<file path="config.mk">
export PLATFORM = sky130hd
export DESIGN_NAME = golden_section_minimum_search_flat
export DESIGN_NICKNAME = d
export VERILOG_FILES = /design/src/gss_pkg.sv /design/src/gss_if.sv /design/src/gss_mul.sv /design/src/gss_cordic.sv /design/src/golden_section_minimum_search.sv /design/src/flat_wrapper.sv
export SDC_FILE = /design/constraint.sdc
export NUM_CORES = 2
export LEC_CHECK = 0
export BUFFER_PORTS_ARGS = -buffer_cell sky130_fd_sc_hd__buf_2
export CELL_PAD_IN_SITES_DETAIL_PLACEMENT = 1
export CELL_PAD_IN_SITES_GLOBAL_PLACEMENT = 2
export CORE_UTILIZATION = 45
export DETAILED_ROUTE_END_ITERATION = 7
export PLACE_DENSITY_LB_ADDON = 0.1
export SLEW_MARGIN = 30
export SYNTH_ARGS = -nofsm -noshare
export SYNTH_HDL_FRONTEND = slang
export SYNTH_HIERARCHICAL = 1
export SYNTH_SLANG_ARGS = --single-unit
</file>
<file path="constraint.sdc">
create_clock -name clock -period 26.6 [get_ports clock]
set_input_delay 5.32 -clock clock [delete_from_list [all_inputs] [get_ports clock]]
set_output_delay 5.32 -clock clock [all_outputs]
set_load 0.005 [all_outputs]
</file>
<file path="src/gss_pkg.sv">
// shared constants, types and tables for the golden-section minimum search
package gss_pkg;

   localparam int unsigned MaxItersDefault    = 64;
   localparam int unsigned CordicStepsDefault = 24;
   localparam int unsigned FracBitsDefault    = 16;

   localparam logic [31:0] InvPhiQ32   = 32'h9E3779B9;
   localparam logic [31:0] TwoOverPi   = 32'hA2F9836E;
   localparam logic [33:0] CordicGain  = 34'h026DD3B6A;
   localparam logic [33:0] OneQ30      = 34'h040000000;

   // which probe a function evaluation belongs to
   typedef enum logic [2:0] {
      EV_INIT_LEFT,
      EV_INIT_RIGHT,
      EV_LEFT,
      EV_RIGHT,
      EV_MID
   } eval_mode_type;

   typedef enum logic [7:0] {
      ST_IDLE  = 8'b0000_0001,
      ST_STEP  = 8'b0000_0010,
      ST_PROBE = 8'b0000_0100,
      ST_PHASE = 8'b0000_1000,
      ST_ROT   = 8'b0001_0000,
      ST_GDONE = 8'b0010_0000,
      ST_CHECK = 8'b0100_0000,
      ST_OUT   = 8'b1000_0000
   } state_type;

   function automatic logic [31:0] atan_turn(input logic [4:0] k);
      logic [31:0] v;
      case (k)
         5'd0:  v = 32'h20000000;  5'd1:  v = 32'h12E4051E;
         5'd2:  v = 32'h09FB385B;  5'd3:  v = 32'h051111D4;
         5'd4:  v = 32'h028B0D43;  5'd5:  v = 32'h0145D7E1;
         5'd6:  v = 32'h00A2F61E;  5'd7:  v = 32'h00517C55;
         5'd8:  v = 32'h0028BE53;  5'd9:  v = 32'h00145F2F;
         5'd10: v = 32'h000A2F98;  5'd11: v = 32'h000517CC;
         5'd12: v = 32'h00028BE6;  5'd13: v = 32'h000145F3;
         5'd14: v = 32'h0000A2FA;  5'd15: v = 32'h0000517D;
         5'd16: v = 32'h000028BE;  5'd17: v = 32'h0000145F;
         5'd18: v = 32'h00000A30;  5'd19: v = 32'h00000518;
         5'd20: v = 32'h0000028C;  5'd21: v = 32'h00000146;
         5'd22: v = 32'h000000A3;  5'd23: v = 32'h00000051;
         5'd24: v = 32'h00000029;  5'd25: v = 32'h00000014;
         5'd26: v = 32'h0000000A;  5'd27: v = 32'h00000005;
         5'd28: v = 32'h00000003;  5'd29: v = 32'h00000001;
         5'd30: v = 32'h00000001;
         default: v = 32'h00000000;
      endcase
      return v;
   endfunction

endpackage

</file>
<file path="src/gss_if.sv">
// request and response channel interfaces
interface gss_req_if;
   logic               valid;
   logic               ready;
   logic signed [31:0] lower_bound;
   logic signed [31:0] upper_bound;
   logic        [30:0] tolerance;
   modport source (output valid, lower_bound, upper_bound, tolerance, input ready);
   modport sink   (input valid, lower_bound, upper_bound, tolerance, output ready);
endinterface

interface gss_rsp_if;
   logic               valid;
   logic               ready;
   logic signed [31:0] x_at_min;
   logic signed [17:0] y_at_min;
   logic        [30:0] half_width;
   logic        [6:0]  iterations_used;
   logic               hit_limit;
   modport source (output valid, x_at_min, y_at_min, half_width, iterations_used, hit_limit,
                   input ready);
   modport sink   (input valid, x_at_min, y_at_min, half_width, iterations_used, hit_limit,
                   output ready);
endinterface

</file>
<file path="src/gss_mul.sv">
// shared signed 33x33 multiplier
module gss_mul (
   input  logic signed [32:0] op_a,
   input  logic signed [32:0] op_b,
   output logic signed [65:0] product
);
   assign product = op_a * op_b;
endmodule

</file>
<file path="src/gss_cordic.sv">
// iterative cordic rotation unit, one micro-rotation per cycle
module gss_cordic #(
   parameter int unsigned CORDIC_STEPS = gss_pkg::CordicStepsDefault
) (
   input  logic               clock,
   input  logic               reset,
   input  logic               start,
   input  logic [29:0]        angle,
   output logic               done,
   output logic signed [33:0] cos_out,
   output logic signed [33:0] sin_out
);
   import gss_pkg::*;

   localparam logic [4:0] LastIter = 5'(CORDIC_STEPS - 1);

   logic               busy_ff, busy_in;
   logic [4:0]         iter_ff, iter_in;
   logic signed [33:0] cx_ff, cx_in, sy_ff, sy_in;
   logic signed [32:0] z_ff, z_in;
   logic signed [33:0] dx, dy;
   logic signed [32:0] at;

   assign at   = $signed({1'b0, atan_turn(iter_ff)});
   assign dx   = sy_ff >>> iter_ff;
   assign dy   = cx_ff >>> iter_ff;
   assign done = busy_ff && (iter_ff == LastIter);

   always_comb begin
      busy_in = busy_ff;
      iter_in = iter_ff;
      cx_in   = cx_ff;
      sy_in   = sy_ff;
      z_in    = z_ff;
      if (start) begin
         busy_in = 1'b1;
         iter_in = '0;
         cx_in   = $signed(CordicGain);
         sy_in   = '0;
         z_in    = $signed({3'b000, angle});
      end else if (busy_ff) begin
         if (z_ff >= 0) begin
            cx_in = cx_ff - dx;
            sy_in = sy_ff + dy;
            z_in  = z_ff - at;
         end else begin
            cx_in = cx_ff + dx;
            sy_in = sy_ff - dy;
            z_in  = z_ff + at;
         end
         iter_in = iter_ff + 5'd1;
         if (iter_ff == LastIter) begin
            busy_in = 1'b0;
         end
      end
   end

   always_ff @(posedge clock) begin
      if (reset) begin
         busy_ff <= 1'b0;
         iter_ff <= '0;
      end else begin
         busy_ff <= busy_in;
         iter_ff <= iter_in;
      end
      cx_ff <= cx_in;
      sy_ff <= sy_in;
      z_ff  <= z_in;
   end

   assign cos_out = cx_ff;
   assign sin_out = sy_ff;
endmodule

</file>
<file path="src/golden_section_minimum_search.sv">
// golden-section minimum search of f(x) = -cos(x/2) - 1, top level
//
// channel  dir  fields
// req      in   lower_bound, upper_bound, tolerance
// rsp      out  x_at_min, y_at_min, half_width, iterations_used, hit_limit
//
// transfer out follows two probe evaluations, one per narrowing step and one at the midpoint;
// the block returns to idle after transfer out and takes no new transfer in before that
// each evaluation is a phase multiply and a cordic rotation, one micro-rotation per cycle
// req.ready is high only while idle; the result waits in its register until taken
// synchronous active-high reset returns the sequencer to idle
module golden_section_minimum_search #(
   parameter int unsigned MAX_ITERS    = gss_pkg::MaxItersDefault,
   parameter int unsigned CORDIC_STEPS = gss_pkg::CordicStepsDefault,
   parameter int unsigned FRAC_BITS    = gss_pkg::FracBitsDefault
) (
   input logic    clock,
   input logic    reset,
   gss_req_if.sink   req,
   gss_rsp_if.source rsp
);
   import gss_pkg::*;

   localparam logic [6:0] IterCap = 7'(MAX_ITERS);

   state_type          state_ff, state_in;
   eval_mode_type      mode_ff, mode_in;
   logic signed [31:0] lo_ff, lo_in, hi_ff, hi_in;
   logic signed [31:0] x1_ff, x1_in, x2_ff, x2_in, ex_ff, ex_in;
   logic        [31:0] limit_ff, limit_in, s_ff, s_in;
   logic        [33:0] g1_ff, g1_in, g2_ff, g2_in;
   logic        [1:0]  quad_ff, quad_in;
   logic        [6:0]  count_ff, count_in;
   logic signed [31:0] xo_ff, xo_in;
   logic        [17:0] yo_ff, yo_in;
   logic        [30:0] half_ff, half_in;
   logic               hit_ff, hit_in;

   // shared multiplier operands
   logic signed [32:0] mul_a, mul_b;
   logic signed [65:0] product;
   logic        [64:0] rounded;
   logic        [31:0] len_w;
   logic signed [32:0] sum_w;

   // cordic handshake
   logic               cor_start, cor_done;
   logic signed [33:0] cor_cos, cor_sin, c_raw, c_clamp;
   logic        [33:0] g_w;
   logic        [34:0] y_wide;

   gss_mul u_mul (.op_a(mul_a), .op_b(mul_b), .product(product));

   gss_cordic #(.CORDIC_STEPS(CORDIC_STEPS)) u_cordic (
      .clock(clock), .reset(reset), .start(cor_start), .angle(product[FRAC_BITS+32:FRAC_BITS+3]),
      .done(cor_done), .cos_out(cor_cos), .sin_out(cor_sin));

   // interval length, zero when reversed or empty
   assign len_w   = (hi_ff > lo_ff) ? 32'(hi_ff - lo_ff) : 32'd0;
   assign rounded = product[64:0] + 65'h080000000;
   assign sum_w   = 33'(lo_ff) + 33'(hi_ff);

   // one multiplier: golden step while stepping, phase otherwise
   always_comb begin
      if (state_ff == ST_STEP) begin
         mul_a = $signed({1'b0, len_w});
         mul_b = $signed({1'b0, InvPhiQ32});
      end else begin
         mul_a = 33'(ex_ff);
         mul_b = $signed({1'b0, TwoOverPi});
      end
   end

   assign cor_start = (state_ff == ST_PHASE);

   // quadrant fold, clamp, g = 1 - cos and y = g - 2
   always_comb begin
      case (quad_ff)
         2'd0:    c_raw = cor_cos;
         2'd1:    c_raw = -cor_sin;
         2'd2:    c_raw = -cor_cos;
         default: c_raw = cor_sin;
      endcase
      if (c_raw > $signed(OneQ30))       c_clamp = $signed(OneQ30);
      else if (c_raw < -$signed(OneQ30)) c_clamp = -$signed(OneQ30);
      else                               c_clamp = c_raw;
      g_w    = 34'($signed(OneQ30) - c_clamp);
      y_wide = ((35'(g_w) + (35'd1 << (29 - FRAC_BITS))) >> (30 - FRAC_BITS))
               - (35'd2 << FRAC_BITS);
   end

   always_comb begin
      state_in = state_ff;
      mode_in  = mode_ff;
      lo_in    = lo_ff;
      hi_in    = hi_ff;
      x1_in    = x1_ff;
      x2_in    = x2_ff;
      ex_in    = ex_ff;
      limit_in = limit_ff;
      s_in     = s_ff;
      g1_in    = g1_ff;
      g2_in    = g2_ff;
      quad_in  = quad_ff;
      count_in = count_ff;
      xo_in    = xo_ff;
      yo_in    = yo_ff;
      half_in  = half_ff;
      hit_in   = hit_ff;
      case (state_ff)
         ST_IDLE: begin
            if (req.valid) begin
               lo_in    = req.lower_bound;
               hi_in    = req.upper_bound;
               limit_in = {req.tolerance, 1'b0};
               count_in = '0;
               mode_in  = EV_INIT_LEFT;
               state_in = ST_STEP;
            end
         end
         ST_STEP: begin
            // s = round(len / phi)
            s_in     = rounded[63:32];
            state_in = ST_PROBE;
         end
         ST_PROBE: begin
            case (mode_ff)
               EV_INIT_LEFT: begin
                  if (hi_ff < lo_ff) begin
                     x1_in = lo_ff;
                     x2_in = lo_ff;
                     ex_in = lo_ff;
                  end else begin
                     x1_in = 32'(hi_ff - $signed(s_ff));
                     x2_in = 32'(lo_ff + $signed(s_ff));
                     ex_in = 32'(hi_ff - $signed(s_ff));
                  end
               end
               EV_RIGHT: begin
                  x2_in = 32'(lo_ff + $signed(s_ff));
                  ex_in = 32'(lo_ff + $signed(s_ff));
               end
               default: begin
                  x1_in = 32'(hi_ff - $signed(s_ff));
                  ex_in = 32'(hi_ff - $signed(s_ff));
               end
            endcase
            state_in = ST_PHASE;
         end
         ST_PHASE: begin
            // phase product is ready here; the cordic loads its angle now
            quad_in  = product[FRAC_BITS+34:FRAC_BITS+33];
            state_in = ST_ROT;
         end
         ST_ROT: begin
            if (cor_done) begin
               state_in = ST_GDONE;
            end
         end
         ST_GDONE: begin
            case (mode_ff)
               EV_INIT_LEFT: begin
                  g1_in    = g_w;
                  ex_in    = x2_ff;
                  mode_in  = EV_INIT_RIGHT;
                  state_in = ST_PHASE;
               end
               EV_INIT_RIGHT, EV_RIGHT: begin
                  g2_in    = g_w;
                  state_in = ST_CHECK;
               end
               EV_LEFT: begin
                  g1_in    = g_w;
                  state_in = ST_CHECK;
               end
               default: begin
                  yo_in    = y_wide[17:0];
                  state_in = ST_OUT;
               end
            endcase
         end
         ST_CHECK: begin
            if ((len_w > limit_ff) && (count_ff < IterCap)) begin
               // keep the upper part when the left probe is not lower
               if (g1_ff >= g2_ff) begin
                  lo_in   = x1_ff;
                  x1_in   = x2_ff;
                  g1_in   = g2_ff;
                  mode_in = EV_RIGHT;
               end else begin
                  hi_in   = x2_ff;
                  x2_in   = x1_ff;
                  g2_in   = g1_ff;
                  mode_in = EV_LEFT;
               end
               count_in = count_ff + 7'd1;
               state_in = ST_STEP;
            end else begin
               hit_in   = (len_w > limit_ff);
               half_in  = len_w[31:1];
               ex_in    = sum_w[32:1];
               xo_in    = sum_w[32:1];
               mode_in  = EV_MID;
               state_in = ST_PHASE;
            end
         end
         ST_OUT: begin
            if (rsp.ready) begin
               state_in = ST_IDLE;
            end
         end
         default: state_in = ST_IDLE;
      endcase
   end

   always_ff @(posedge clock) begin
      if (reset) begin
         state_ff <= ST_IDLE;
         mode_ff  <= EV_INIT_LEFT;
         count_ff <= '0;
      end else begin
         state_ff <= state_in;
         mode_ff  <= mode_in;
         count_ff <= count_in;
      end
      lo_ff    <= lo_in;
      hi_ff    <= hi_in;
      x1_ff    <= x1_in;
      x2_ff    <= x2_in;
      ex_ff    <= ex_in;
      limit_ff <= limit_in;
      s_ff     <= s_in;
      g1_ff    <= g1_in;
      g2_ff    <= g2_in;
      quad_ff  <= quad_in;
      xo_ff    <= xo_in;
      yo_ff    <= yo_in;
      half_ff  <= half_in;
      hit_ff   <= hit_in;
   end

   assign req.ready           = (state_ff == ST_IDLE);
   assign rsp.valid           = (state_ff == ST_OUT);
   assign rsp.x_at_min        = xo_ff;
   assign rsp.y_at_min        = $signed(yo_ff);
   assign rsp.half_width      = half_ff;
   assign rsp.iterations_used = count_ff;
   assign rsp.hit_limit       = hit_ff;

   // the cap flag only with the full step count
   a_hit_cap: assert property (@(posedge clock) disable iff (reset)
      rsp.valid && rsp.hit_limit |-> rsp.iterations_used == IterCap)
      else $error("hit_limit without reaching the cap");

   // never more narrowing steps than the cap
   a_count_cap: assert property (@(posedge clock) disable iff (reset)
      count_ff <= IterCap)
      else $error("step count beyond cap");

   // the cordic finishes only while the sequencer waits on it
   a_cordic_wait: assert property (@(posedge clock) disable iff (reset)
      cor_done |-> state_ff == ST_ROT)
      else $error("cordic done outside rotation wait");

   // no result is shown right after a request is taken
   a_no_overlap: assert property (@(posedge clock) disable iff (reset)
      req.valid && req.ready |=> !rsp.valid)
      else $error("result shown right after transfer in");
endmodule

</file>
<file path="src/flat_wrapper.sv">
// flat-port wrapper written by rule: the top's interface ports become plain ports
module golden_section_minimum_search_flat import gss_pkg::*;
#(
   parameter int unsigned MAX_ITERS    = gss_pkg::MaxItersDefault,
   parameter int unsigned CORDIC_STEPS = gss_pkg::CordicStepsDefault,
   parameter int unsigned FRAC_BITS    = gss_pkg::FracBitsDefault
)
  (clock, reset, req_valid, req_lower_bound, req_upper_bound, req_tolerance, req_ready, rsp_valid, rsp_x_at_min, rsp_y_at_min, rsp_half_width, rsp_iterations_used, rsp_hit_limit, rsp_ready);
  gss_req_if req_i ();
  gss_rsp_if rsp_i ();
  input logic clock;
  input logic reset;
  input wire logic [$bits(req_i.valid)-1:0] req_valid;
  input wire logic [$bits(req_i.lower_bound)-1:0] req_lower_bound;
  input wire logic [$bits(req_i.upper_bound)-1:0] req_upper_bound;
  input wire logic [$bits(req_i.tolerance)-1:0] req_tolerance;
  output wire logic [$bits(req_i.ready)-1:0] req_ready;
  output wire logic [$bits(rsp_i.valid)-1:0] rsp_valid;
  output wire logic [$bits(rsp_i.x_at_min)-1:0] rsp_x_at_min;
  output wire logic [$bits(rsp_i.y_at_min)-1:0] rsp_y_at_min;
  output wire logic [$bits(rsp_i.half_width)-1:0] rsp_half_width;
  output wire logic [$bits(rsp_i.iterations_used)-1:0] rsp_iterations_used;
  output wire logic [$bits(rsp_i.hit_limit)-1:0] rsp_hit_limit;
  input wire logic [$bits(rsp_i.ready)-1:0] rsp_ready;
  assign req_i.valid = req_valid;
  assign req_i.lower_bound = req_lower_bound;
  assign req_i.upper_bound = req_upper_bound;
  assign req_i.tolerance = req_tolerance;
  assign req_ready = req_i.ready;
  assign rsp_valid = rsp_i.valid;
  assign rsp_x_at_min = rsp_i.x_at_min;
  assign rsp_y_at_min = rsp_i.y_at_min;
  assign rsp_half_width = rsp_i.half_width;
  assign rsp_iterations_used = rsp_i.iterations_used;
  assign rsp_hit_limit = rsp_i.hit_limit;
  assign rsp_i.ready = rsp_ready;
  golden_section_minimum_search #(.MAX_ITERS(MAX_ITERS), .CORDIC_STEPS(CORDIC_STEPS), .FRAC_BITS(FRAC_BITS)) u_core (.clock(clock), .reset(reset), .req(req_i), .rsp(rsp_i));
endmodule
</file>
# == After elaboration in Yosys (flattened, before gate mapping) ==
# Memory sizes are Yosys's and may differ from the RTL's. A register that Yosys moved wholly into a read port is not among the register bits.
# Index checks and enable logic that the tools add are counted.
# classes
n_mux,56
n_bitwise,2
n_reduce_logical,28
addsub,18
mul,1
n_lt_le_gt_ge,8
eq_ne,26
shifts,2
# ops
op,n
$pmux 32 s2,7
$mux 32,13
$mux 34,8
$pmux 34 s2,2
$pmux 34 s3,1
$pmux 32 s3,1
$mux 30,3
$add 34x34->34,2
$neg 34->34,2
$sshr 34x5->34,2
$sub 34x34->34,2
$mux 33,2
$add 64x32->64 const B,1
$gt 32x32->1,2
$mul 33x33->64,1
$pmux 8 s8,1
$sub 32x32->32,2
$ge 34x34->1,1
$gt 34x32->1 const B,1
$lt 34x31->1 const B,1
$sub 32x34->34 const A,1
$add 32x32->33,1
$add 33x33->33,1
$ge 33x1->1 const B,1
other kinds (45),82
# totals
reg_bits,500
mem_count,1
mem_bits_ro,960
output_inout_bits,91
in_bits,99
elab_cells,165
# memory_table
name,words,word_bits,rd,rd_ports_with_merged_regs,wr,line,rtl
(name not given),32,30,1,1,0,gss_pkg.sv:35,case (k)

# == Depth between registers and ports, before layout ==
# logic_depth
depth_word,8
depth_mapped,55
depth_no_buf,51

# == By module ==
# Netlist, hierarchy kept.
# modules_own_cells
mod,cells_each,n_inst,seq_area_each_um2,area_each_um2
gss_mul,4174,1,0.0,38629.5
golden_section_minimum_search,3195,1,11621.1,29057.9
gss_cordic,2119,1,3042.9,17316.6

# == Least setup slack after synthesis ==
# OpenSTA, ideal clock, no wires.
# synth_path
path_type,reg2reg
from,reg u_core.state_ff[5]
to,reg u_core.s_ff[24] (data pin)
setup_time_ps,261
arrival_time_ps,11793
path_buffers,1
required_time_ps,26339
synth_period_minus_slack_ps,12053
setup_slack_ps,14547
stages_incl_launch_ff,38
path_cell_list,dfxtp_1 -> nor4_1 -> nand4b_1 -> inv_1 -> nand2_1 -> nand2_1 -> clkbuf_1 -> nand2_1 -> fa_1 -> fa_1 -> inv_1 -> fa_1 -> inv_1 -> fa_1 -> inv_1 -> fa_1 -> fa_1 -> fa_1 -> (+2 left out) -> inv_1 -> ha_1 -> a21oi_1 -> a21boi_0 -> or3_1 -> o311a_1 -> a21oi_2 -> o21ai_0 -> a21o_1 -> xor2_1 -> and3_1 -> and3_1 -> and3_1 -> nor2b_1 -> nand4_1 -> nor2_1 -> nand3_1 -> xnor2_1
# synth_via
elab_chain_cells,4
word_cells_on_any_way,5
classes_between,add/sub: 1; mul: 1; eq/ne: 1; mux: 2
# synth_lines
element,line,rtl
from (decl),golden_section_minimum_search.sv:26,"state_type state_ff, state_in;"
from (signal assigned),golden_section_minimum_search.sv:222,state_ff <= state_in;
$eq 8x2->1,golden_section_minimum_search.sv:65,if (state_ff == ST_STEP) begin
$mux 30,golden_section_minimum_search.sv:65,
net u_core.mul_b[15],golden_section_minimum_search.sv:40,"logic signed [32:0] mul_a, mul_b;"
$mul 33x33->64,gss_mul.sv:7,assign product = op_a * op_b;
net u_core.product[38],golden_section_minimum_search.sv:41,logic signed [65:0] product;
$add 64x32->64,golden_section_minimum_search.sv:60,assign rounded = product[64:0] + 65'h080000000;
net u_core.rounded[56],golden_section_minimum_search.sv:42,logic [64:0] rounded;
to (signal assigned),golden_section_minimum_search.sv:232,s_ff <= s_in;
to (decl),golden_section_minimum_search.sv:30,"logic [31:0] limit_ff, limit_in, s_ff, s_in;"
# The timed path passes the listed nets, and every way through them passes these cells.
# A chain may end at the register's enable or synchronous reset.

# == Worst setup path after layout ==
# layout_path
from,reg u_core.lo_ff[0]
to,reg u_core.s_ff[24] (data pin)
# layout_via
elab_chain_cells,5
word_cells_on_any_way,6
classes_between,add/sub: 2; mul: 1; order compare: 1; mux: 2
# layout_lines
element,line,rtl
from (decl),golden_section_minimum_search.sv:28,"logic signed [31:0] lo_ff, lo_in, hi_ff, hi_in;"
from (signal assigned),golden_section_minimum_search.sv:226,lo_ff <= lo_in;
$sub 32x32->32 or $gt 32x32->1 (tied branches),golden_section_minimum_search.sv:59,assign len_w = (hi_ff > lo_ff) ? 32'(hi_ff - lo_ff) : 32'd0;
$mux 32 *,golden_section_minimum_search.sv:59,
net u_core.len_w[17],golden_section_minimum_search.sv:43,logic [31:0] len_w;
$mux 33 *,golden_section_minimum_search.sv:65,
net u_core.mul_a[17],golden_section_minimum_search.sv:40,
$mul 33x33->64 *,gss_mul.sv:7,
net u_core.product[35],golden_section_minimum_search.sv:41,
$add 64x32->64 *,golden_section_minimum_search.sv:60,
net u_core.rounded[56],golden_section_minimum_search.sv:42,
# The timed path passes the listed nets; every way through them passes the cells marked *.

==> flow_metrics.py <==
metrics = {
    "drt": {
        "drc_errors": 0,
        "num_vias": 70412,
        "ant_nets": 0,
        "routed_via_density": 5.885,
        "wl_met1_mm": 131.5,
        "wl_per_cell_um": 26.96,
        "wl_met2_mm": 157.6,
        "routed_wirelength_mm": 322.6,
        "drt-initial-drc-count": 4831,
        "firstDrtPassIters": 6,
        "wl_met3_mm": 15.43,
        "dr.max_layer_used": "met5",
    },
    "clock_tree": {
        "postCtsSetupBuffers": 0,
        "cts_sinks": 530,
        "cts_buffers": 74,
        "cts.reportedPaths.clkPinSlew_ps": 60,
        "cts_tree": "done",
        "ctsLongestPathBuffers": 3,
        "h-tree-depth": 3,
        "postCtsHoldBufs": 0,
        "root_buffer": "clkbuf_16",
        "cts_resized": 0,
        "clk_latency_ps": 730,
    },
    "place": {
        "finalWeightedCongestion": 0.9695,
        "dp_hpwl_mm": 250.2,
        "numPortBuffers": 189,
    },
    "floorplan": {
        "rows": 158,
        "start_util": 0.4536,
        "boundaryPins": 190,
        "fp.dieW_um": 434.8,
        "core_region_area_mm2": 0.1858,
        "dieArea_mm2": 0.1890,
        "die_h_um": 434.8,
    },
    "synth": {
        "ys.warnings.count": 6,
        "avgSynthCellArea_um2": 8.964,
        "syn_area_mm2": 0.08429,
        "postSynthCellCount": 9403,
    },
    "timing": {
        "worstMarginPinSlew_ps": 1044,
        "rsz0062_at_grt": "no",
        "hold_viol": 0,
        "fin_crit_ps": 15680,
        "finClkSkew_ps": 70.51,
        "fin_crit_sh": 0.5893,
        "max_freq_ghz": 0.06379,
        "finalSetupTns_ps": 0,
        "slew_headroom": 0.2857,
        "setup_viol": 0,
        "drv_slew": 0,
    },
    "outcome": {
        "status": "completed",
    },
    "cells_and_area": {
        "drive_gt1_frac": 0.08318,
        "nFillCells": 21575,
        "areaGrowthSynthToFinish_pct": 7.691,
        "nNetsFinal": 11175,
    },
    "setup_path": {
        "crit_path_end_kind": "flip-flop",
        "slowest_stage": "a21boi_0",
        "cp.required_ps": 27050,
        "cpMostUsedCell": "fa_1",
        "path_max_fanout": 33,
        "arrival_ps": 16130,
        "crit_type": "reg -> reg",
        "max_stage_delay_ps": 820,
        "startpoint_type": "flip-flop",
    },
    "global_route": {
        "grt_pass1_wl_mm": 486.1,
        "grt_usage": 0.3388,
        "grt_start_max_net_pins": 165,
        "grt-ovfl-total": 0,
        "antenna_found_initial": 14,
        "grt_pass1_vias": 76299,
    },
    "job": {
        "cap_violations": 0,
    },
    "min_path": {
        "hold_class": "reg -> reg",
    },
}
## area by class of cell
type / instances / area [µm²] / area share
timing repair buffer: 342 / 2132 / 0.02349
inverter: 1357 / 5106 / 0.05625
antenna: 11 / 27.53 / 0.0003033
tap: 2480 / 3103 / 0.03419
clock buffer: 95 / 2090 / 0.02302
multi-input combinational: 7107 / 63170 / 0.6959
clock inverter: 43 / 460.4 / 0.005073
sequential: 530 / 14690 / 0.1618
## sequential cells by signal, summed over array words and instances, names as in the netlist, 30 cells and up
name	flops
u_core/g1_ff	34
u_core/g2_ff	34
u_core/u_cordic/cos_out	34
u_core/u_cordic/sin_out	34
u_core/u_cordic/z_ff	33
u_core/ex_ff	32
u_core/hi_ff	32
u_core/lo_ff	32
u_core/rsp.x_at_min	32
u_core/s_ff	32
u_core/x1_ff	32
u_core/x2_ff	32
u_core/limit_ff	31
u_core/rsp.half_width	31
u_core/u_cordic/at	30
## metrics by stage
step                      worst slack (ps)  hold slack (ps)  area (µm²)  instances  utilization
after floorplan                      14550            431.5       84550       9473            -
after global placement               11290            450.9       88130      11815       0.4742
after detailed placement             11130            480.3       88160      11815       0.4744
after CTS                            11080            496.3       90710      11953       0.4881
after global routing                 10300            519.9       90750      11956       0.4883
final                                10920            486.7       90770      11965       0.4885
## critical path, delay by kind of cell (launching register included)
| family | cells | cell delay (ps) |
|---|---|---|
| muxes | 1 | 630 |
| AOI/OAI and AO/OA | 13 | 4560 |
| buffers and inverters | 8 | 910 |
| xor gates and xnor gates | 2 | 790 |
| adders and majority gates | 11 | 4990 |
| and+or+nand+nor | 12 | 2950 |
| DFF | 1 | 490 |
## path summary, 6_finish.rpt
| kind | cells after the start | slack [ps] | endpoint | startpoint |
|---|---|---|---|---|
| worst max-delay path | 47 | 10920 | u_core/s_ff[24] | u_core/lo_ff[0] |
| worst min-delay path | 2 | 490 | u_core/u_cordic/z_ff[30] | u_core/u_cordic/z_ff[30] |
| worst max register to register | 47 | 10920 | u_core/s_ff[24] | u_core/lo_ff[0] |
| worst min register to register | 2 | 490 | u_core/u_cordic/z_ff[30] | u_core/u_cordic/z_ff[30] |
## routing by layer
layer	up-vias	GRT usage
li1	31041	-
met1	36723	0.4254
met2	2048	0.5753
met3	598	0.04118
met4	2	0.1682
met5	-	0
## cells in the final DEF, fill, tap and decap left out, types with 45 or more instances in the layout
master	instances
o21ai_0	337
nor3_1	108
xnor2_1	254
nor2_1	534
xor2_1	158
edfxtp_1	405
nand2b_1	61
and2_1	584
a22oi_1	47
o21bai_1	57
and3_1	59
a31oi_1	89
o21a_1	45
buf_4	150
or3_1	48
inv_1	1346
a211oi_1	53
nor2b_1	59
mux2i_1	121
nand2_1	1209
nand3_1	128
fa_1	1143
nand4_1	48
a21oi_1	435
ha_1	521
buf_2	189
a21o_1	125
mux4_2	78
o31ai_1	47
dfxtp_1	118
clkbuf_16	78
mux2_2	80
conb_1	72
Power is not shown: default switching activity piles up to over one toggle a cycle in this logic, so the estimate is an artifact.
